==> src/rtl/core/hsv_pkg.sv <==
// shared types and constants for the hsv to led drive converter
package hsv_pkg;

  localparam int FRAC_BITS_DEF = 12;

  // request and drive level field widths
  localparam int HUE_W = 16;
  localparam int SAT_W = 14;
  localparam int LVL_W = 16;

  // luminance, 1.0 = 65536
  localparam int             Y_W   = 17;
  localparam logic [Y_W-1:0] Y_ONE = 17'h10000;
  localparam int             Y_CUBE_SHIFT = 32;
  localparam int             DRIVE_SHIFT  = 16;

  // widest unit-range value (FRAC_BITS at its upper limit of 16)
  localparam int UNIT_MAX_W = 17;

  // hue
  localparam int HUE_FULL   = 5760;
  localparam int HUE_SECTOR = 960;
  localparam int HUE_CL_W   = 13;
  localparam int REM_W      = 10;
  // 960 = 64 * 15
  localparam int SEC_PRE    = 6;
  localparam int SEC_DIV    = 15;

  // linear lightness segment: 65536000 / 9023 = 7263 + 1951 / 9023
  localparam int LIN_INT = 7263;
  localparam int LIN_FRC = 1951;
  localparam int LIN_DIV = 9023;

  // cubic lightness segment: 65536 / 116 = 2^14 / 29
  localparam int CUB_SHIFT = 14;
  localparam int CUB_DIV   = 29;
  localparam int MCUB_W    = 21;
  localparam int CUB_K     = 26;
  localparam int CUB_M_W   = 22;
  localparam logic [CUB_M_W-1:0] CUB_M =
    CUB_M_W'(((64'd1 << CUB_K) + 64'(CUB_DIV - 1)) / 64'(CUB_DIV));

  // pipeline depth, stage 6 is the output register
  localparam int STG_N = 6;
  typedef logic [STG_N:1] stage_vec_t;

  // configuration port
  localparam int CFG_ADDR_W = 3;
  localparam int CFG_DATA_W = 32;
  localparam int CFG_IDX_W  = CFG_ADDR_W - 2;
  localparam logic [CFG_IDX_W-1:0] REG_MAX_LEVEL = '0;
  localparam logic [LVL_W-1:0]     MAX_LEVEL_RST = 16'd255;

  typedef enum logic [2:0] {
    SEC_RED_YEL,
    SEC_YEL_GRN,
    SEC_GRN_CYN,
    SEC_CYN_BLU,
    SEC_BLU_MAG,
    SEC_MAG_RED
  } sector_e;

  typedef struct packed {
    logic [Y_W-1:0]        y;
    logic [UNIT_MAX_W-1:0] inv_s;
    logic [UNIT_MAX_W-1:0] inv_f;
    logic [UNIT_MAX_W-1:0] inv_g;
    sector_e               sec;
  } front_t;

endpackage

==> src/rtl/core/hsv_cfg.sv <==
// apb register block holding the full-scale drive level
module hsv_cfg import hsv_pkg::*; (
  input  logic                  clk_i,
  input  logic                  rst_ni,
  input  logic                  psel,
  input  logic                  penable,
  input  logic                  pwrite,
  input  logic [CFG_ADDR_W-1:0] paddr,
  input  logic [CFG_DATA_W-1:0] pwdata,
  output logic [CFG_DATA_W-1:0] prdata,
  output logic                  pready,
  output logic [LVL_W-1:0]      max_level_o
);

  logic [CFG_IDX_W-1:0] reg_idx;
  logic                 hit_max;
  logic [LVL_W-1:0]     max_level_q;

  assign reg_idx = paddr[CFG_ADDR_W-1:2];
  assign pready  = 1'b1;

  always_comb begin
    unique case (reg_idx)
      REG_MAX_LEVEL: hit_max = 1'b1;
      default:       hit_max = 1'b0;
    endcase
  end

  always_ff @(posedge clk_i or negedge rst_ni) begin
    if (!rst_ni) begin
      max_level_q <= MAX_LEVEL_RST;
    end else if (psel && penable && pwrite && pready && hit_max) begin
      max_level_q <= pwdata[LVL_W-1:0];
    end
  end

  assign prdata      = hit_max ? CFG_DATA_W'(max_level_q) : '0;
  assign max_level_o = max_level_q;

endmodule

==> config.mk <==
export PLATFORM = sky130hd
export DESIGN_NAME = hsv_cfg
export DESIGN_NICKNAME = d
export VERILOG_FILES = /design/src/rtl/core/hsv_pkg.sv /design/src/rtl/core/hsv_cfg.sv
export SDC_FILE = /design/constraint.sdc
export NUM_CORES = 1
export LEC_CHECK = 0
export BUFFER_PORTS_ARGS = -buffer_cell sky130_fd_sc_hd__buf_4
export CORE_ASPECT_RATIO = 0.8
export CORE_MARGIN = 2
export CORE_UTILIZATION = 35
export DETAILED_ROUTE_END_ITERATION = 12
export GPL_TIMING_DRIVEN = 0
export PLACE_DENSITY = 0.78
export SETUP_SLACK_MARGIN = 0.2
export SLEW_MARGIN = 20
export SYNTH_ARGS = -nofsm -noshare
export SYNTH_HDL_FRONTEND = slang
export SYNTH_SLANG_ARGS = --single-unit
==> constraint.sdc <==
create_clock -name clk_i -period 1.65 [get_ports clk_i]
set_input_delay 0.2475 -clock clk_i [delete_from_list [all_inputs] [get_ports clk_i]]
set_output_delay 0.2475 -clock clk_i [all_outputs]
set_load 0.1 [all_outputs]
==> results.sh <==
export IMPL_status="finished clean"
export IMPL_vdd_ir_drop_max_uv=734.0
export IMPL_wl_per_cell_um=12.39
export IMPL_min_period_over_period_pct=92.86
export IMPL_worst_path_max_fanout=3
export IMPL_grt_max_degree=17
export IMPL_fp_row_count=16
export IMPL_power_density_mw_per_mm2=1592
export IMPL_clockBufferDepth=2
export IMPL_io_pins=89
export IMPL_m1WireLength_um=798
export IMPL_vias=728
export IMPL_start_kind="flop"
export IMPL_core_area_mm2=0.002462
export IMPL_gp_congestion=0.5860
export IMPL_cts_tree="built"
export IMPL_criticalPathCategory="reg -> out"
export IMPL_placed_cell_area_mm2=0.001553
export IMPL_die_height_um=49.60
export IMPL_detail_route_antenna_nets=0
export IMPL_slew_violations=0
export IMPL_wl_met3_um=215
export IMPL_n_antenna_cell=0
export IMPL_synth_cell_type_count=11
export IMPL_setup_viol=0
export IMPL_syn2layout_area_growth_pct=88.86
export IMPL_clk_pin_slew_ns=0.10
export IMPL_reg2reg_from="max_level_o[11]"
export IMPL_syn_inst=70
export IMPL_drt_wl_total_mm=2.217
export IMPL_hold_violations=0
export IMPL_die_w_um=61.00
export IMPL_drc=0
export IMPL_layout_drive_gt1_share_pct=86.71
export IMPL_synth_top_area_share_pct=23.11
export IMPL_crit_end="prdata[1]"
export IMPL_crit_required_ns=1.40
export IMPL_critPathArrivalTime_ns=1.28
export IMPL_fillers=184
export IMPL_tns_ns=0
export IMPL_antenna_found_initial=0
export IMPL_grt_pass1_vias=710
export IMPL_cts_sinks=16
export IMPL_top_layer="met4"
export IMPL_stdcell_area_mm2=0.001718
export IMPL_numCtsBuffers=3
export IMPL_finalCriticalPeriod_ns=1.532
export IMPL_root_buffer="clkbuf_4"
export IMPL_syn_area_per_cell_um2=12.99
export IMPL_synth_sequential_area_ratio_pct=45.12
export IMPL_cts_htree_levels=1
export IMPL_r2r_cells=1
export IMPL_die_area_mm2=0.003025
export IMPL_yosysTopAreaCell="dfstp_2"
export IMPL_yosysWarnings=0
export IMPL_initial_core_util_pct=36.94
export IMPL_leakage_nw=0.8803
export IMPL_dp_hpwl_mm=1.640
export IMPL_yosys_top_cells_area="dfstp_2, dfrtp_1, mux2_4"
export IMPL_drv_cap=0
export IMPL_viasPerCell=4.067
export IMPL_postCtsSetupBuffers=0
export IMPL_drtIter0Drc=11
export IMPL_hold_ws_ns=0.1674
export IMPL_startpoint="max_level_o[1]"
export IMPL_grt_pass1_wl_mm=3.408
export IMPL_worstHoldPathType="in -> reg"
export IMPL_drt_first_pass_iters=3
export IMPL_fin_worst_skew_ns=0
export IMPL_grt_overflow_total=0
export IMPL_syn_area_um2=909.6
export IMPL_max_freq_mhz=652.7
export IMPL_rsz0062_at_grt="yes"
export IMPL_ys_ff_latch=16
export IMPL_clk_latency_ns=0.30
export IMPL_r2r_setup_slack_ns=0.78
export IMPL_track_usage_pct=15.59
export IMPL_numPortBuffers=53
export IMPL_nets=184
export IMPL_min_path_cells=2
export IMPL_wl_met2_mm=1.153
export IMPL_largest_reg_flops=16
export IMPL_end_kind="primary output"
export IMPL_r2r_end="max_level_o[11]"
[worst min-delay path by stage]
stage,from,end,slack (ns)
floorplan,rst_ni,max_level_o[13],-0.05
global placement,rst_ni,max_level_o[9],0.12
detailed placement,rst_ni,max_level_o[11],0.12
CTS,pwdata[9],max_level_o[9],0.17
global route,pwdata[9],max_level_o[9],0.16
finish,pwdata[9],max_level_o[9],0.17
[critical path: stages, from the launching register on]
cell and delay, ns:
dfstp_4 0.65, and2b_4 0.17, buf_12 0.17
[cell families (layout without fill, tap and decap cells)]
kind of cell	count (synthesis)	after routing	synth area share (%)
buf+inv	19	77	15.68
other cells	2	17	0.8256
simple gates	17	17	14.44
mux	16	16	23.93
flops	16	16	45.12
[layout make-up]
class	instances	area (um^2)	area share (%)
multi-input combinational	50	503.0	29.28
tap	36	45.04	2.622
clock buffer	3	22.52	1.311
timing repair buffer	54	534.3	31.10
clock inverter	1	3.754	0.2185
sequential	16	462.9	26.95
buffer	19	146.4	8.521
[cell usage after synthesis]
library cell  instances
and2b_1               6
buf_4                17
buf_6                 1
clkbuf_1              1
conb_1                2
dfrtp_1               8
dfstp_2               8
mux2_2                6
mux2_4               10
nand4b_4              1
nor2b_1              10
[routing by layer]
| metal | track usage [%] | vias to the layer above |
|---|---|---|
| met5 | 0 | - |
| met4 | 8.696 | 0 |
| met3 | 3.937 | 5 |
| met2 | 27.06 | 42 |
| met1 | 16.75 | 343 |
| li1 | - | 338 |
[report_power, final]
group	switching (mW)	internal, mW	total [mW]
combinational	1.36	0.516	1.88
clock	0.132	0.0882	0.220
sequential	0.0766	0.560	0.637
[what timing repair did]
item | in CTS | in global routing
gates resized for setup | 29 | 3
hold buffers | 1 | 0
hold endpoints to repair | 8 | 0
setup endpoints to repair | 22 | 13
[cells in the final DEF, fill, tap and decap left out]
| cell type | n |
|---|---|
| and2b_4 | 6 |
| buf_12 | 8 |
| buf_4 | 56 |
| buf_6 | 6 |
| buf_8 | 1 |
| clkbuf_4 | 4 |
| clkinv_1 | 1 |
| conb_1 | 17 |
| dfrtp_2 | 3 |
| dfrtp_4 | 5 |
| dfstp_4 | 8 |
| dlygate4sd3_1 | 1 |
| mux2_2 | 6 |
| mux2_4 | 10 |
| nand4b_4 | 1 |
| nor2b_4 | 10 |
[per-stage QoR]
step	util [%]	cells	worst slack (ns)	total power [mW]
after global placement	63.06	174	0.1652	2.386
final	69.77	179	0.1179	2.734
after global routing	69.77	179	0.08587	2.821
after detailed placement	63.06	174	0.1403	2.404
after CTS	69.31	179	0.1241	2.731
after floorplan	-	85	0.03852	2.115
Note: power is estimated with default switching activity, not from simulation.
