## config.mk

```make
export PLATFORM = sky130hd
export DESIGN_NAME = hsv_mix
export DESIGN_NICKNAME = d
export VERILOG_FILES = /design/src/rtl/core/hsv_pkg.sv /design/src/rtl/core/hsv_mix.sv
export SDC_FILE = /design/constraint.sdc
export NUM_CORES = 2
export LEC_CHECK = 0
export BUFFER_PORTS_ARGS = -buffer_cell sky130_fd_sc_hd__buf_2
export CORE_MARGIN = 1
export CORE_UTILIZATION = 50
export CTS_BUF_LIST = sky130_fd_sc_hd__clkbuf_2
export DETAILED_ROUTE_END_ITERATION = 8
export GPL_TIMING_DRIVEN = 0
export PLACE_DENSITY = 0.66
export SLEW_MARGIN = 30
export SYNTH_ARGS = -nofsm -noshare
export SYNTH_HDL_FRONTEND = slang
export SYNTH_SLANG_ARGS = --single-unit
```

## constraint.sdc

```tcl
create_clock -name clk_i -period 9.3 [get_ports clk_i]
set_clock_uncertainty 0.05 [all_clocks]
set_input_delay 1.395 -clock clk_i [delete_from_list [all_inputs] [get_ports clk_i]]
set_output_delay 1.395 -clock clk_i [all_outputs]
set_load 0.01 [all_outputs]
```

## src/rtl/core/hsv_pkg.sv

```systemverilog
// shared types and constants for the hsv to led drive converter
package hsv_pkg;

  localparam int FRAC_BITS_DEF = 12;

  // request and drive level field widths
  localparam int HUE_W = 16;
  localparam int SAT_W = 14;
  localparam int LVL_W = 16;

  // luminance, 1.0 = 65536
  localparam int             Y_W   = 17;
  localparam logic [Y_W-1:0] Y_ONE = 17'h10000;
  localparam int             Y_CUBE_SHIFT = 32;
  localparam int             DRIVE_SHIFT  = 16;

  // widest unit-range value (FRAC_BITS at its upper limit of 16)
  localparam int UNIT_MAX_W = 17;

  // hue
  localparam int HUE_FULL   = 5760;
  localparam int HUE_SECTOR = 960;
  localparam int HUE_CL_W   = 13;
  localparam int REM_W      = 10;
  // 960 = 64 * 15
  localparam int SEC_PRE    = 6;
  localparam int SEC_DIV    = 15;

  // linear lightness segment: 65536000 / 9023 = 7263 + 1951 / 9023
  localparam int LIN_INT = 7263;
  localparam int LIN_FRC = 1951;
  localparam int LIN_DIV = 9023;

  // cubic lightness segment: 65536 / 116 = 2^14 / 29
  localparam int CUB_SHIFT = 14;
  localparam int CUB_DIV   = 29;
  localparam int MCUB_W    = 21;
  localparam int CUB_K     = 26;
  localparam int CUB_M_W   = 22;
  localparam logic [CUB_M_W-1:0] CUB_M =
    CUB_M_W'(((64'd1 << CUB_K) + 64'(CUB_DIV - 1)) / 64'(CUB_DIV));

  // pipeline depth, stage 6 is the output register
  localparam int STG_N = 6;
  typedef logic [STG_N:1] stage_vec_t;

  // configuration port
  localparam int CFG_ADDR_W = 3;
  localparam int CFG_DATA_W = 32;
  localparam int CFG_IDX_W  = CFG_ADDR_W - 2;
  localparam logic [CFG_IDX_W-1:0] REG_MAX_LEVEL = '0;
  localparam logic [LVL_W-1:0]     MAX_LEVEL_RST = 16'd255;

  typedef enum logic [2:0] {
    SEC_RED_YEL,
    SEC_YEL_GRN,
    SEC_GRN_CYN,
    SEC_CYN_BLU,
    SEC_BLU_MAG,
    SEC_MAG_RED
  } sector_e;

  typedef struct packed {
    logic [Y_W-1:0]        y;
    logic [UNIT_MAX_W-1:0] inv_s;
    logic [UNIT_MAX_W-1:0] inv_f;
    logic [UNIT_MAX_W-1:0] inv_g;
    sector_e               sec;
  } front_t;

endpackage

```

## src/rtl/core/hsv_mix.sv

```systemverilog
// stages 5-6: sector products, channel select and inverted drive scaling
module hsv_mix import hsv_pkg::*; #(
  parameter int FRAC_BITS = FRAC_BITS_DEF
) (
  input  logic             clk_i,
  input  stage_vec_t       en_i,
  input  front_t           front_i,
  input  logic [LVL_W-1:0] max_level_i,
  output logic [LVL_W-1:0] red_o,
  output logic [LVL_W-1:0] green_o,
  output logic [LVL_W-1:0] blue_o
);

  localparam int PW = 2 * Y_W;
  localparam int DW = Y_W + LVL_W;

  function automatic logic [Y_W-1:0] shade(input logic [Y_W-1:0] y,
                                           input logic [UNIT_MAX_W-1:0] f);
    logic [PW-1:0] prod;
    prod = PW'(y) * PW'(f);
    return Y_W'(prod >> FRAC_BITS);
  endfunction

  function automatic logic [LVL_W-1:0] drive(input logic [Y_W-1:0] x,
                                             input logic [LVL_W-1:0] lvl);
    logic [DW-1:0] prod;
    prod = DW'(Y_ONE - x) * DW'(lvl);
    return LVL_W'(prod >> DRIVE_SHIFT);
  endfunction

  // stage 5
  logic [Y_W-1:0] y_q, p_q, q_q, t_q;
  sector_e        sec_q;

  always_ff @(posedge clk_i) begin
    if (en_i[5]) begin
      y_q   <= front_i.y;
      p_q   <= shade(front_i.y, front_i.inv_s);
      q_q   <= shade(front_i.y, front_i.inv_f);
      t_q   <= shade(front_i.y, front_i.inv_g);
      sec_q <= front_i.sec;
    end
  end

  // stage 6
  logic [Y_W-1:0]   r_sel, g_sel, b_sel;
  logic [LVL_W-1:0] red_q, green_q, blue_q;

  always_comb begin
    case (sec_q)
      SEC_RED_YEL: begin r_sel = y_q; g_sel = t_q; b_sel = p_q; end
      SEC_YEL_GRN: begin r_sel = q_q; g_sel = y_q; b_sel = p_q; end
      SEC_GRN_CYN: begin r_sel = p_q; g_sel = y_q; b_sel = t_q; end
      SEC_CYN_BLU: begin r_sel = p_q; g_sel = q_q; b_sel = y_q; end
      SEC_BLU_MAG: begin r_sel = t_q; g_sel = p_q; b_sel = y_q; end
      SEC_MAG_RED: begin r_sel = y_q; g_sel = p_q; b_sel = q_q; end
      default:     begin r_sel = y_q; g_sel = p_q; b_sel = q_q; end
    endcase
  end

  always_ff @(posedge clk_i) begin
    if (en_i[6]) begin
      red_q   <= drive(r_sel, max_level_i);
      green_q <= drive(g_sel, max_level_i);
      blue_q  <= drive(b_sel, max_level_i);
    end
  end

  assign red_o   = red_q;
  assign green_o = green_q;
  assign blue_o  = blue_q;

endmodule

```

==> metrics.cfg <==
[global_route]
antenna_found_initial=16
grt_pass1_wl_um=302000
overflow=0
gr-usage-all-layers=0.323
grt_pass1_vias=49900
grt_max_degree=54

[logic_synthesis]
syn_avg_cell_area_um2=9.06
yosysSeqAreaShare=0.0578
ys_async_sr_fraction=0
ys_ff_latch=119
yosysWarnings=0
synthMuxAreaShare=0.0163
syn_nets=8853
synth_compound_area_frac=0.0367
synth_edf_count=119
post_synth_num_cell_types=83
syn_inst=6827
synth.cell_area_um2=61800
synth-xor-area-share=0.0328
synth_top_flop_cell=edfxtp_1
synthSimpleGateAreaFrac=0.161
synth_fa_ha_area_frac=0.567
synth_top_family_by_area=adder cells

[critical_path]
crit_fanout=10
crit_path_start_kind=flip-flop
crit_arrival_ps=9840
crit_top_cell=fa_1
crit_slowest_cell=fa_1
crit_start=sec_q[0]
required_ps=10110
reg2reg_from=sec_q[0]
critPathMaxStageDelay_ps=540
endpoint_kind=flip-flop
crit_type=flip-flop to flip-flop
reg2reg_depth=35

[floorplan]
start_util=0.506
io_pins=142
die_area_um2=125000
die_y_um=354
die_w_um=354
rows=128
core_area_um2=122000

[sta]
min_period_over_period=0.971
tns_ps=0
rsz0062_at_grt=yes
fin_crit_ps=9030
hold_viol_final=0
drv_slew=0
setup_viol=0
tightest_slew_ps=1120
clock.fmax_ghz=0.111
slew_headroom=0.251

[routing]
dr_wl_met3_um=16200
drc=0
first_pass_iters=5
first_iter_violations=3432
vias_per_cell=5.39
top_layer=met5
wl_met1_um=75500
wl_per_cell_um=22.6
met2_wirelength_um=90600
dr_total_vias=46500
final_antenna_net_count=0
wirelength_um=195000

[clock_network]
cts_tree=yes
worstSkewPairLatency_ps=1170
numCtsBuffers=17
cts-htree-levels=4
cts_sinks=119
clkTransAtPathRegs_ps=230
root_buffer=clkbuf_2
clock_path_buffers=2

[cells_and_area]
drive_above_1_share=0.0567
area_delta_synth_final_pct=6.23
fin_nets=9000
fin_cells=8619
design_area_um2=65700
finish.utilization=0.538

[place]
placed_cell_area_um2=64500
io_buffer_count=107
placed_cells=8561
routabilityCongestion=1.00
dpl.hpwl_um=163000

[hold_path]
holdPathStages=1
hold_start=front_i[2]
hold_path.class=input port to flip-flop

[status]
outcome=complete, no violations

[run]
cap_violations=0

synthesized netlist by cell type (all sizes together) (5+ instances only):
| master | number | area, µm² |
|---|---|---|
| o221ai | 13 | 120 |
| or2 | 10 | 62.6 |
| nand3 | 32 | 170 |
| a31oi | 7 | 43.8 |
| and2 | 674 | 4220 |
| xnor2 | 166 | 1450 |
| nand2b | 28 | 183 |
| mux2i | 70 | 704 |
| clkbuf | 292 | 1100 |
| nor4 | 10 | 75.1 |
| o21bai | 6 | 45.0 |
| ha | 485 | 6070 |
| fa | 1447 | 29000 |
| o21ai | 50 | 250 |
| nor4b | 8 | 82.6 |
| a211oi | 18 | 135 |
| o31a | 5 | 43.8 |
| o21a | 20 | 150 |
| a211o | 5 | 43.8 |
| a21boi | 8 | 60.1 |
| xor2 | 63 | 552 |
| nand2 | 1031 | 3870 |
| a22o | 8 | 70.1 |
| a21oi | 93 | 473 |
| and3 | 13 | 81.3 |
| mux2 | 27 | 304 |
| nor2 | 90 | 340 |
| edfxtp | 119 | 3570 |
| a21o | 30 | 225 |
| buf | 52 | 328 |
| inv | 1744 | 6550 |
| nor2b | 53 | 332 |
| o211ai | 11 | 82.6 |
| nand4 | 17 | 106 |
| a2111oi | 7 | 80.1 |
| nor3b | 6 | 45.0 |
| and4 | 5 | 43.8 |
| or3 | 5 | 31.3 |
| o22a | 8 | 70.1 |
| nand3b | 5 | 37.5 |
| nor3 | 36 | 195 |
worst max-delay path: cells and delay by family (launching register included):
kind,cells,cell delay [ps]
compound gates,7,1700
xor+xnor,2,270
fa+ha+maj,8,3370
buf+inv,8,950
flops,1,460
mux,2,540
simple gates,8,1470
state kept, by name, indices dropped and copies added, names as in the netlist:
| register | count |
|---|---|
| p_q | 17 |
| t_q | 17 |
| q_q | 17 |
| sec_q | 3 |
| blue_o | 16 |
| green_o | 16 |
| red_o | 16 |
| y_q | 17 |
routing by layer:
metal	vias up	GRT usage
li1	20200	-
met1	23700	0.412
met2	2052	0.528
met3	516	0.0570
met4	8	0.166
met5	-	0
layout by cell type, fill, tap and decap left out, types with 7 or more instances in the layout:
cell type / synthesis / routed
inv_1: 1744 / 1744
fa_1: 1447 / 1447
nand2_1: 1031 / 1031
and2_1: 674 / 674
ha_1: 485 / 484
clkbuf_1: 292 / 244
xnor2_1: 166 / 145
buf_2: 34 / 132
edfxtp_1: 119 / 119
nor2_1: 89 / 88
a21oi_1: 91 / 84
mux2i_1: 69 / 67
clkbuf_2: 0 / 62
nor2b_1: 53 / 52
xor2_1: 63 / 49
o21ai_0: 48 / 44
buf_4: 10 / 33
a21o_1: 30 / 30
nor3_1: 33 / 28
nand2b_1: 27 / 27
nand3_1: 30 / 26
mux2_2: 23 / 23
o21a_1: 20 / 19
nand4_1: 17 / 17
xnor2_2: 0 / 16
a211oi_1: 18 / 14
and3_1: 13 / 13
o211ai_1: 11 / 11
xor2_2: 0 / 11
or2_2: 10 / 10
buf_6: 7 / 10
diode_2: 0 / 8
o22a_1: 8 / 8
a22o_1: 8 / 8
o221ai_1: 12 / 8
nor4_1: 8 / 7
nor3_2: 3 / 7
layout make-up:
| type | instances | area [µm²] |
|---|---|---|
| Fill cell | 11400 | 56500 |
| Multi-Input combinational cell | 4620 | 51000 |
| Inverter | 1744 | 6550 |
| Sequential cell | 119 | 3570 |
| Tap cell | 1625 | 2030 |
| Buffer | 344 | 1530 |
| Timing Repair Buffer | 128 | 734 |
| Clock inverter | 14 | 189 |
| Clock buffer | 17 | 85.1 |
| Antenna cell | 8 | 20.0 |
stage by stage:
stage / hold WS [ps] / setup slack (ps)
after CTS: 357 / 13.8
after detailed placement: 1360 / -1540
after global routing: 455 / -36.0
after floorplan: 1050 / 812
after global placement: 1340 / -1430
final: 527 / 266
kinds of logic (layout without fill, tap and decap cells):
family                     count (synthesis)  count (layout)
buffers and inverters                   2088            2247
and+or+nand+nor                         2032            2032
adders and majority gates               1932            1932
AOI/OAI and AO/OA                        329             329
xor gates and xnor gates                 230             230
DFF                                      119             119
muxes                                     97              97
other                                      0               8
path summary, 6_finish.rpt:
path                       to  slack (ps)
hold / removal       sec_q[2]         530
setup / recovery  green_o[14]         270
hold reg to reg   green_o[15]        1430
setup reg to reg  green_o[14]         270
timing repair:
item                       in CTS  in global routing
setup buffers                   2                 16
hold endpoints to repair        0                  0
resized for setup              49                114
hold buffers                    0                  0
pin swaps                       2                 12
setup endpoints to repair      41                 30
cloned                          0                  0
Power is left out: the tool's default activity adds up to more than one toggle a clock period on the data nets, which glitch-free logic cannot reach.
