[config.mk]
export PLATFORM = sky130hd
export DESIGN_NAME = hsv_front
export DESIGN_NICKNAME = d
export VERILOG_FILES = /design/src/rtl/core/hsv_pkg.sv /design/src/rtl/core/hsv_front.sv
export SDC_FILE = /design/constraint.sdc
export NUM_CORES = 2
export LEC_CHECK = 0
export BUFFER_PORTS_ARGS = -buffer_cell sky130_fd_sc_hd__buf_4
export CORE_ASPECT_RATIO = 1.75
export CORE_UTILIZATION = 60
export DETAILED_ROUTE_END_ITERATION = 7
export PLACE_DENSITY_LB_ADDON = 0.25
export SKIP_LAST_GASP = 1
export SYNTH_ARGS = -nofsm -noshare
export SYNTH_HDL_FRONTEND = slang
export SYNTH_SLANG_ARGS = --single-unit
[constraint.sdc]
create_clock -name clk_i -period 8.9 [get_ports clk_i]
set_clock_uncertainty 0.2 [all_clocks]
set_input_delay 2.67 -clock clk_i [delete_from_list [all_inputs] [get_ports clk_i]]
set_output_delay 2.67 -clock clk_i [all_outputs]
set_load 0.05 [all_outputs]
[src/rtl/core/hsv_pkg.sv]
// shared types and constants for the hsv to led drive converter
package hsv_pkg;

  localparam int FRAC_BITS_DEF = 12;

  // request and drive level field widths
  localparam int HUE_W = 16;
  localparam int SAT_W = 14;
  localparam int LVL_W = 16;

  // luminance, 1.0 = 65536
  localparam int             Y_W   = 17;
  localparam logic [Y_W-1:0] Y_ONE = 17'h10000;
  localparam int             Y_CUBE_SHIFT = 32;
  localparam int             DRIVE_SHIFT  = 16;

  // widest unit-range value (FRAC_BITS at its upper limit of 16)
  localparam int UNIT_MAX_W = 17;

  // hue
  localparam int HUE_FULL   = 5760;
  localparam int HUE_SECTOR = 960;
  localparam int HUE_CL_W   = 13;
  localparam int REM_W      = 10;
  // 960 = 64 * 15
  localparam int SEC_PRE    = 6;
  localparam int SEC_DIV    = 15;

  // linear lightness segment: 65536000 / 9023 = 7263 + 1951 / 9023
  localparam int LIN_INT = 7263;
  localparam int LIN_FRC = 1951;
  localparam int LIN_DIV = 9023;

  // cubic lightness segment: 65536 / 116 = 2^14 / 29
  localparam int CUB_SHIFT = 14;
  localparam int CUB_DIV   = 29;
  localparam int MCUB_W    = 21;
  localparam int CUB_K     = 26;
  localparam int CUB_M_W   = 22;
  localparam logic [CUB_M_W-1:0] CUB_M =
    CUB_M_W'(((64'd1 << CUB_K) + 64'(CUB_DIV - 1)) / 64'(CUB_DIV));

  // pipeline depth, stage 6 is the output register
  localparam int STG_N = 6;
  typedef logic [STG_N:1] stage_vec_t;

  // configuration port
  localparam int CFG_ADDR_W = 3;
  localparam int CFG_DATA_W = 32;
  localparam int CFG_IDX_W  = CFG_ADDR_W - 2;
  localparam logic [CFG_IDX_W-1:0] REG_MAX_LEVEL = '0;
  localparam logic [LVL_W-1:0]     MAX_LEVEL_RST = 16'd255;

  typedef enum logic [2:0] {
    SEC_RED_YEL,
    SEC_YEL_GRN,
    SEC_GRN_CYN,
    SEC_CYN_BLU,
    SEC_BLU_MAG,
    SEC_MAG_RED
  } sector_e;

  typedef struct packed {
    logic [Y_W-1:0]        y;
    logic [UNIT_MAX_W-1:0] inv_s;
    logic [UNIT_MAX_W-1:0] inv_f;
    logic [UNIT_MAX_W-1:0] inv_g;
    sector_e               sec;
  } front_t;

endpackage

[src/rtl/core/hsv_front.sv]
// stages 1-4: clamping, lightness curve, hue sector and saturation fractions
module hsv_front import hsv_pkg::*; #(
  parameter int FRAC_BITS = FRAC_BITS_DEF
) (
  input  logic                    clk_i,
  input  stage_vec_t              en_i,
  input  logic signed [HUE_W-1:0] hue_i,
  input  logic signed [SAT_W-1:0] sat_i,
  input  logic signed [SAT_W-1:0] bri_i,
  output front_t                  front_o
);

  localparam int UW   = FRAC_BITS + 1;
  localparam int CL_W = 18;
  localparam logic [UW-1:0] ONE = UW'(1 << FRAC_BITS);

  localparam int PA_W = UW + 13;
  localparam int PB_W = UW + 11;
  localparam int LW   = UW + 5;
  localparam int AW   = UW + 7;
  localparam int XW   = UW + REM_W;

  localparam int LIN_K   = PB_W + 14;
  localparam int LIN_M_W = LIN_K - 13;
  localparam logic [LIN_M_W-1:0] LIN_M =
    LIN_M_W'(((64'd1 << LIN_K) + 64'(LIN_DIV - 1)) / 64'(LIN_DIV));

  localparam int SF_N   = XW - SEC_PRE;
  localparam int SF_K   = SF_N + 4;
  localparam int SF_M_W = SF_K - 3;
  localparam logic [SF_M_W-1:0] SF_M =
    SF_M_W'(((64'd1 << SF_K) + 64'(SEC_DIV - 1)) / 64'(SEC_DIV));
  localparam int SF_P_W = SF_N + SF_M_W;

  localparam int T2_W = 2 * Y_W;
  localparam int T3_W = 3 * Y_W;

  function automatic logic [UW-1:0] clamp_unit(input logic signed [SAT_W-1:0] x);
    logic signed [CL_W-1:0] xe;
    xe = CL_W'(x);
    if (xe < 0) begin
      return '0;
    end else if (xe > $signed(CL_W'(ONE))) begin
      return ONE;
    end
    return UW'(xe);
  endfunction

  // stage 1
  logic [UW-1:0]             s_d, v_d;
  logic [HUE_CL_W-1:0]       h_d, base_d;
  sector_e                   sec_d;
  logic [REM_W-1:0]          rem_d;
  logic                      lin_d;
  logic [AW-1:0]             a_d;
  logic [AW+CUB_SHIFT-1:0]   ash_d;

  logic [UW-1:0]             s1_s_q;
  sector_e                   s1_sec_q;
  logic [REM_W-1:0]          s1_rem_q;
  logic                      s1_lin_q;
  logic [PA_W-1:0]           s1_pa_q;
  logic [PB_W-1:0]           s1_pb_q;
  logic [MCUB_W-1:0]         s1_mcub_q;

  assign s_d = clamp_unit(sat_i);
  assign v_d = clamp_unit(bri_i);
  // negative hue and full circle both land on zero
  assign h_d = (hue_i < 0 || hue_i >= $signed(HUE_W'(HUE_FULL))) ? '0 : HUE_CL_W'(hue_i);

  always_comb begin
    if (h_d >= HUE_CL_W'(5 * HUE_SECTOR)) begin
      sec_d  = SEC_MAG_RED;
      base_d = HUE_CL_W'(5 * HUE_SECTOR);
    end else if (h_d >= HUE_CL_W'(4 * HUE_SECTOR)) begin
      sec_d  = SEC_BLU_MAG;
      base_d = HUE_CL_W'(4 * HUE_SECTOR);
    end else if (h_d >= HUE_CL_W'(3 * HUE_SECTOR)) begin
      sec_d  = SEC_CYN_BLU;
      base_d = HUE_CL_W'(3 * HUE_SECTOR);
    end else if (h_d >= HUE_CL_W'(2 * HUE_SECTOR)) begin
      sec_d  = SEC_GRN_CYN;
      base_d = HUE_CL_W'(2 * HUE_SECTOR);
    end else if (h_d >= HUE_CL_W'(HUE_SECTOR)) begin
      sec_d  = SEC_YEL_GRN;
      base_d = HUE_CL_W'(HUE_SECTOR);
    end else begin
      sec_d  = SEC_RED_YEL;
      base_d = '0;
    end
  end

  assign rem_d = REM_W'(h_d - base_d);
  // linear segment at or below 8 percent: v * 100 <= 8 * one
  assign lin_d = (LW'(v_d) * LW'(25)) <= (LW'(ONE) << 1);
  assign a_d   = AW'(v_d) * AW'(100) + (AW'(ONE) << 4);
  assign ash_d = (AW + CUB_SHIFT)'(a_d) << CUB_SHIFT;

  always_ff @(posedge clk_i) begin
    if (en_i[1]) begin
      s1_s_q    <= s_d;
      s1_sec_q  <= sec_d;
      s1_rem_q  <= rem_d;
      s1_lin_q  <= lin_d;
      s1_pa_q   <= PA_W'(v_d) * PA_W'(LIN_INT);
      s1_pb_q   <= PB_W'(v_d) * PB_W'(LIN_FRC);
      s1_mcub_q <= MCUB_W'(ash_d >> FRAC_BITS);
    end
  end

  // stage 2: saturation times hue remainder, reciprocal divides of the curve
  logic [PB_W+LIN_M_W-1:0]   qb_prod;
  logic [MCUB_W+CUB_M_W-1:0] tc_prod;

  logic [UW-1:0]             s2_s_q;
  sector_e                   s2_sec_q;
  logic                      s2_lin_q;
  logic [PA_W-1:0]           s2_pa_q;
  logic [UW-1:0]             s2_qb_q;
  logic [Y_W-1:0]            s2_tc_q;
  logic [XW-1:0]             s2_xf_q, s2_xg_q;

  assign qb_prod = (PB_W + LIN_M_W)'(s1_pb_q) * (PB_W + LIN_M_W)'(LIN_M);
  assign tc_prod = (MCUB_W + CUB_M_W)'(s1_mcub_q) * (MCUB_W + CUB_M_W)'(CUB_M);

  always_ff @(posedge clk_i) begin
    if (en_i[2]) begin
      s2_s_q   <= s1_s_q;
      s2_sec_q <= s1_sec_q;
      s2_lin_q <= s1_lin_q;
      s2_pa_q  <= s1_pa_q;
      s2_qb_q  <= UW'(qb_prod >> LIN_K);
      s2_tc_q  <= Y_W'(tc_prod >> CUB_K);
      s2_xf_q  <= XW'(s1_s_q) * XW'(s1_rem_q);
      s2_xg_q  <= XW'(s1_s_q) * XW'(REM_W'(HUE_SECTOR) - s1_rem_q);
    end
  end

  // stage 3: divide by 960 as shift then divide by 15, linear result, t squared
  logic [SF_P_W-1:0] pf_prod, pg_prod;
  logic [PA_W-1:0]   ylin_sum;

  logic [UW-1:0]     s3_s_q, s3_sf_q, s3_sg_q;
  sector_e           s3_sec_q;
  logic              s3_lin_q;
  logic [Y_W-1:0]    s3_ylin_q, s3_tc_q;
  logic [T2_W-1:0]   s3_t2_q;

  assign pf_prod  = SF_P_W'(s2_xf_q >> SEC_PRE) * SF_P_W'(SF_M);
  assign pg_prod  = SF_P_W'(s2_xg_q >> SEC_PRE) * SF_P_W'(SF_M);
  assign ylin_sum = s2_pa_q + PA_W'(s2_qb_q);

  always_ff @(posedge clk_i) begin
    if (en_i[3]) begin
      s3_s_q    <= s2_s_q;
      s3_sec_q  <= s2_sec_q;
      s3_lin_q  <= s2_lin_q;
      s3_sf_q   <= UW'(pf_prod >> SF_K);
      s3_sg_q   <= UW'(pg_prod >> SF_K);
      s3_ylin_q <= Y_W'(ylin_sum >> FRAC_BITS);
      s3_tc_q   <= s2_tc_q;
      s3_t2_q   <= T2_W'(s2_tc_q) * T2_W'(s2_tc_q);
    end
  end

  // stage 4: luminance and inverted fractions
  logic [T3_W-1:0] t3_prod;
  front_t          front_d, front_q;

  assign t3_prod = T3_W'(s3_t2_q) * T3_W'(s3_tc_q);

  always_comb begin
    front_d.y     = s3_lin_q ? s3_ylin_q : Y_W'(t3_prod >> Y_CUBE_SHIFT);
    front_d.inv_s = UNIT_MAX_W'(ONE - s3_s_q);
    front_d.inv_f = UNIT_MAX_W'(ONE - s3_sf_q);
    front_d.inv_g = UNIT_MAX_W'(ONE - s3_sg_q);
    front_d.sec   = s3_sec_q;
  end

  always_ff @(posedge clk_i) begin
    if (en_i[4]) begin
      front_q <= front_d;
    end
  end

  assign front_o = front_q;

endmodule

==> out/results.txt <==
status: completed
worst-case clock buffer depth: 3
standard-cell rows: 169
startpoint of the most critical register-to-register path: s3_tc_q[9]
Routed WL per cell: 18.9 µm
startpoint-to-endpoint class of the critical path: input pin to register
largest area contributor in the synthesized netlist: sky130_fd_sc_hd__fa_1
highest net fanout along the worst path: 8
fraction of layout cells with a size suffix above 1: 0.0507
via count: 49,600
total number of yosys warnings: 0
cts-stage hold buffer count: 0
max-cap violation count: 0
total of endpoints with negative setup slack in the final report: 0
number of primary I/O pins: 122
aggregate routed wire length: 171 mm
count of antenna-violating nets left after detailed routing: 0
Post-CTS Setup Repair Bufs: 0
Final Max Slew Viols: 0
worst min-delay path category: register to register
average cell area after synthesis: 10.1 µm²
fraction of met2 tracks used by global routing: 0.562
global-route met1 utilization: 0.297
root cell of the clock tree: sky130_fd_sc_hd__clkbuf_16
critical path data arrival time: 8.69 ns
count of unresolved DRC violations after routing: 0
share of the yosys chip area belonging to registers: 0.149
clock-pin slew on the worst setup and hold paths: 0.06 ns
post-DP HPWL: 144 mm
time the final worst path needs with I/O delays and setup: 8.57 ns
total of buffers placed on input and output ports: 119
setup repair after global routing missed its margin: false
flip-flop and latch count after synthesis: 364
drt pass-1 iters: 8
synthesized cell area: 0.0732 mm²
number of H-tree branching levels: 2
Die Outline Area: 0.123 mm²
cells after synthesis: 7,264
later-pin clock latency in the skew report: 0.63 ns
initial DRC count: 2,392
Tcrit/Tclk final: 0.963
async set or reset register ratio after synthesis: 0
Max Clk Rate: 117 MHz
Critical Path Source: bri_i[5]
global routing met3 resource utilization: 0.0254
clock sink count: 364
wire length of the first global-routing pass: 279 mm
CP Launch Type: input pin
routability cong.: 0.968
number of antenna violations at the first check in global routing: 5
area added between synthesis and finish: 6.54%
Fin. Hold Viols: 0
busiest layer in global routing: met2
main area contributors after synthesis: sky130_fd_sc_hd__fa_1 (36%), sky130_fd_sc_hd__ha_1 (21%), sky130_fd_sc_hd__edfxtp_1 (15%), sky130_fd_sc_hd__inv_1 (9.9%), sky130_fd_sc_hd__nand2_1 (3.5%)
DR vias/cell: 5.48
width of the chip: 266 µm
Unique masters post-synth: 78
most instantiated cells after synthesis: sky130_fd_sc_hd__inv_1 (1,922), sky130_fd_sc_hd__fa_1 (1,326), sky130_fd_sc_hd__ha_1 (1,203)
transition time at the pin with the least slew margin: 1.20 ns
largest net degree at the start of global routing: 72
Post-layout nets: 9,989
via count of the first global-routing pass: 56,200
CTS tree: done
most frequently used flop master after synthesis: sky130_fd_sc_hd__edfxtp_1
Critical Path End Type: register
Overall Global Routing Usage: 0.292
number of enable flip-flop cells after synthesis: 364
core area: 0.121 mm²
start point of the worst hold path: s2_s_q[1]
effective utilization at floorplan: 0.604
most instantiated library cell after synthesis: sky130_fd_sc_hd__inv_1
total CTS buffers: 38
Slew HR: 0.202
critical path data required time: 9.02 ns
accumulated negative setup slack: 0 ns
DIE HEIGHT: 464 µm
share of Yosys cell area claimed by the top area cell type: 0.363
total overflow reported by the global router: 0
==> worst paths after layout <==
path / to / slack (ns) / cells after the start
setup / recovery: s1_pa_q[24] / 0.33 / 24
hold / removal: s3_s_q[1] / 0.21 / 0
setup reg to reg: front_o[69] / 0.58 / 22
hold reg to reg: s3_s_q[1] / 0.21 / 0
==> worst max-delay path, stage by stage <==
cell	delay, ns
sky130_fd_sc_hd__buf_4	0.11
sky130_fd_sc_hd__nor4_1	0.31
sky130_fd_sc_hd__nand3_1	0.13
sky130_fd_sc_hd__a21oi_1	0.17
sky130_fd_sc_hd__buf_4	0.14
sky130_fd_sc_hd__buf_4	0.14
sky130_fd_sc_hd__nand2_1	0.11
sky130_fd_sc_hd__fa_1	0.51
sky130_fd_sc_hd__fa_1	0.56
sky130_fd_sc_hd__inv_1	0.07
sky130_fd_sc_hd__ha_1	0.28
sky130_fd_sc_hd__ha_1	0.30
sky130_fd_sc_hd__fa_1	0.48
sky130_fd_sc_hd__fa_1	0.41
sky130_fd_sc_hd__a21o_1	0.22
sky130_fd_sc_hd__a211o_1	0.35
sky130_fd_sc_hd__a2111oi_4	0.41
sky130_fd_sc_hd__nor3_2	0.11
sky130_fd_sc_hd__nor4_2	0.23
sky130_fd_sc_hd__o21bai_1	0.15
sky130_fd_sc_hd__a2111oi_2	0.38
sky130_fd_sc_hd__o31ai_1	0.15
sky130_fd_sc_hd__a21oi_1	0.20
sky130_fd_sc_hd__xnor2_1	0.09
==> area by class of cell <==
cell class | instances | area [µm²]
Fill cell | 9730 | 43200
Timing Repair Buffer | 281 | 2130
Clock buffer | 42 | 987
Sequential cell | 364 | 10900
Tap cell | 1624 | 2030
Clock inverter | 24 | 312
Inverter | 1922 | 7210
Multi-Input combinational cell | 4802 | 54400
Antenna cell | 1 | 2.50
==> what timing repair did <==
| action | CTS | global route |
|---|---|---|
| endpoints found under the setup margin | 0 | 1 |
| gates resized for setup | 0 | 1 |
| hold endpoints to repair | 0 | 0 |
==> cells by family after synthesis <==
logic type      count (synthesis)  share of synthesized area
mux                             3                   0.000427
xor+xnor                      237                     0.0284
fa+ha+maj                    2529                      0.568
simple gates                 1528                      0.101
other cells                     2                   0.000103
buf+inv                      2105                      0.108
compound gates                496                     0.0443
flops                         364                      0.149
==> per-stage QoR <==
step                       util  setup slack, ns  hold slack (ns)  instances  cell area (µm²)
after floorplan               -           0.0485            0.200       7271            73200
after global placement    0.633           -0.142            0.200       8993            76700
after detailed placement  0.633           -0.250            0.205       8993            76700
after CTS                 0.644            0.362            0.215       9059            78000
after global routing      0.644          0.00208            0.221       9060            78000
final                     0.644            0.329            0.214       9060            78000
==> registers in the layout, summed over array words and instances (netlist names), 17 cells and up <==
| signal | cells |
|---|---|
| s2_xf_q | 17 |
| s1_pb_q | 22 |
| s3_tc_q | 17 |
| s2_tc_q | 17 |
| front_o | 62 |
| s1_pa_q | 26 |
| s3_t2_q | 32 |
| s2_pa_q | 26 |
| s2_xg_q | 17 |
==> placed cells by master, fill, tap and decap left out, types with 42 or more instances in the layout <==
cell type                  count
sky130_fd_sc_hd__o21ai_1      52
sky130_fd_sc_hd__nand3_1      56
sky130_fd_sc_hd__xnor2_1     175
sky130_fd_sc_hd__nand2_1     687
sky130_fd_sc_hd__a21o_1       53
sky130_fd_sc_hd__ha_1       1203
sky130_fd_sc_hd__a21oi_1     138
sky130_fd_sc_hd__o21ai_0      51
sky130_fd_sc_hd__inv_1      1922
sky130_fd_sc_hd__buf_4       279
sky130_fd_sc_hd__fa_1       1326
sky130_fd_sc_hd__nor3_1       58
sky130_fd_sc_hd__edfxtp_1    364
sky130_fd_sc_hd__o21a_1       42
sky130_fd_sc_hd__and2_1      376
sky130_fd_sc_hd__xor2_1       62
sky130_fd_sc_hd__nor2_1      159
==> routing by layer <==
| metal | vias up | wire (µm) |
|---|---|---|
| met5 | - | 22 |
| met4 | 4 | 12900 |
| met3 | 650 | 6450 |
| met2 | 1341 | 94400 |
| met1 | 25100 | 57100 |
| li1 | 22600 | - |
Power is left out: the tool's default activity adds up to more than one toggle a clock period on the data nets, which glitch-free logic cannot reach.
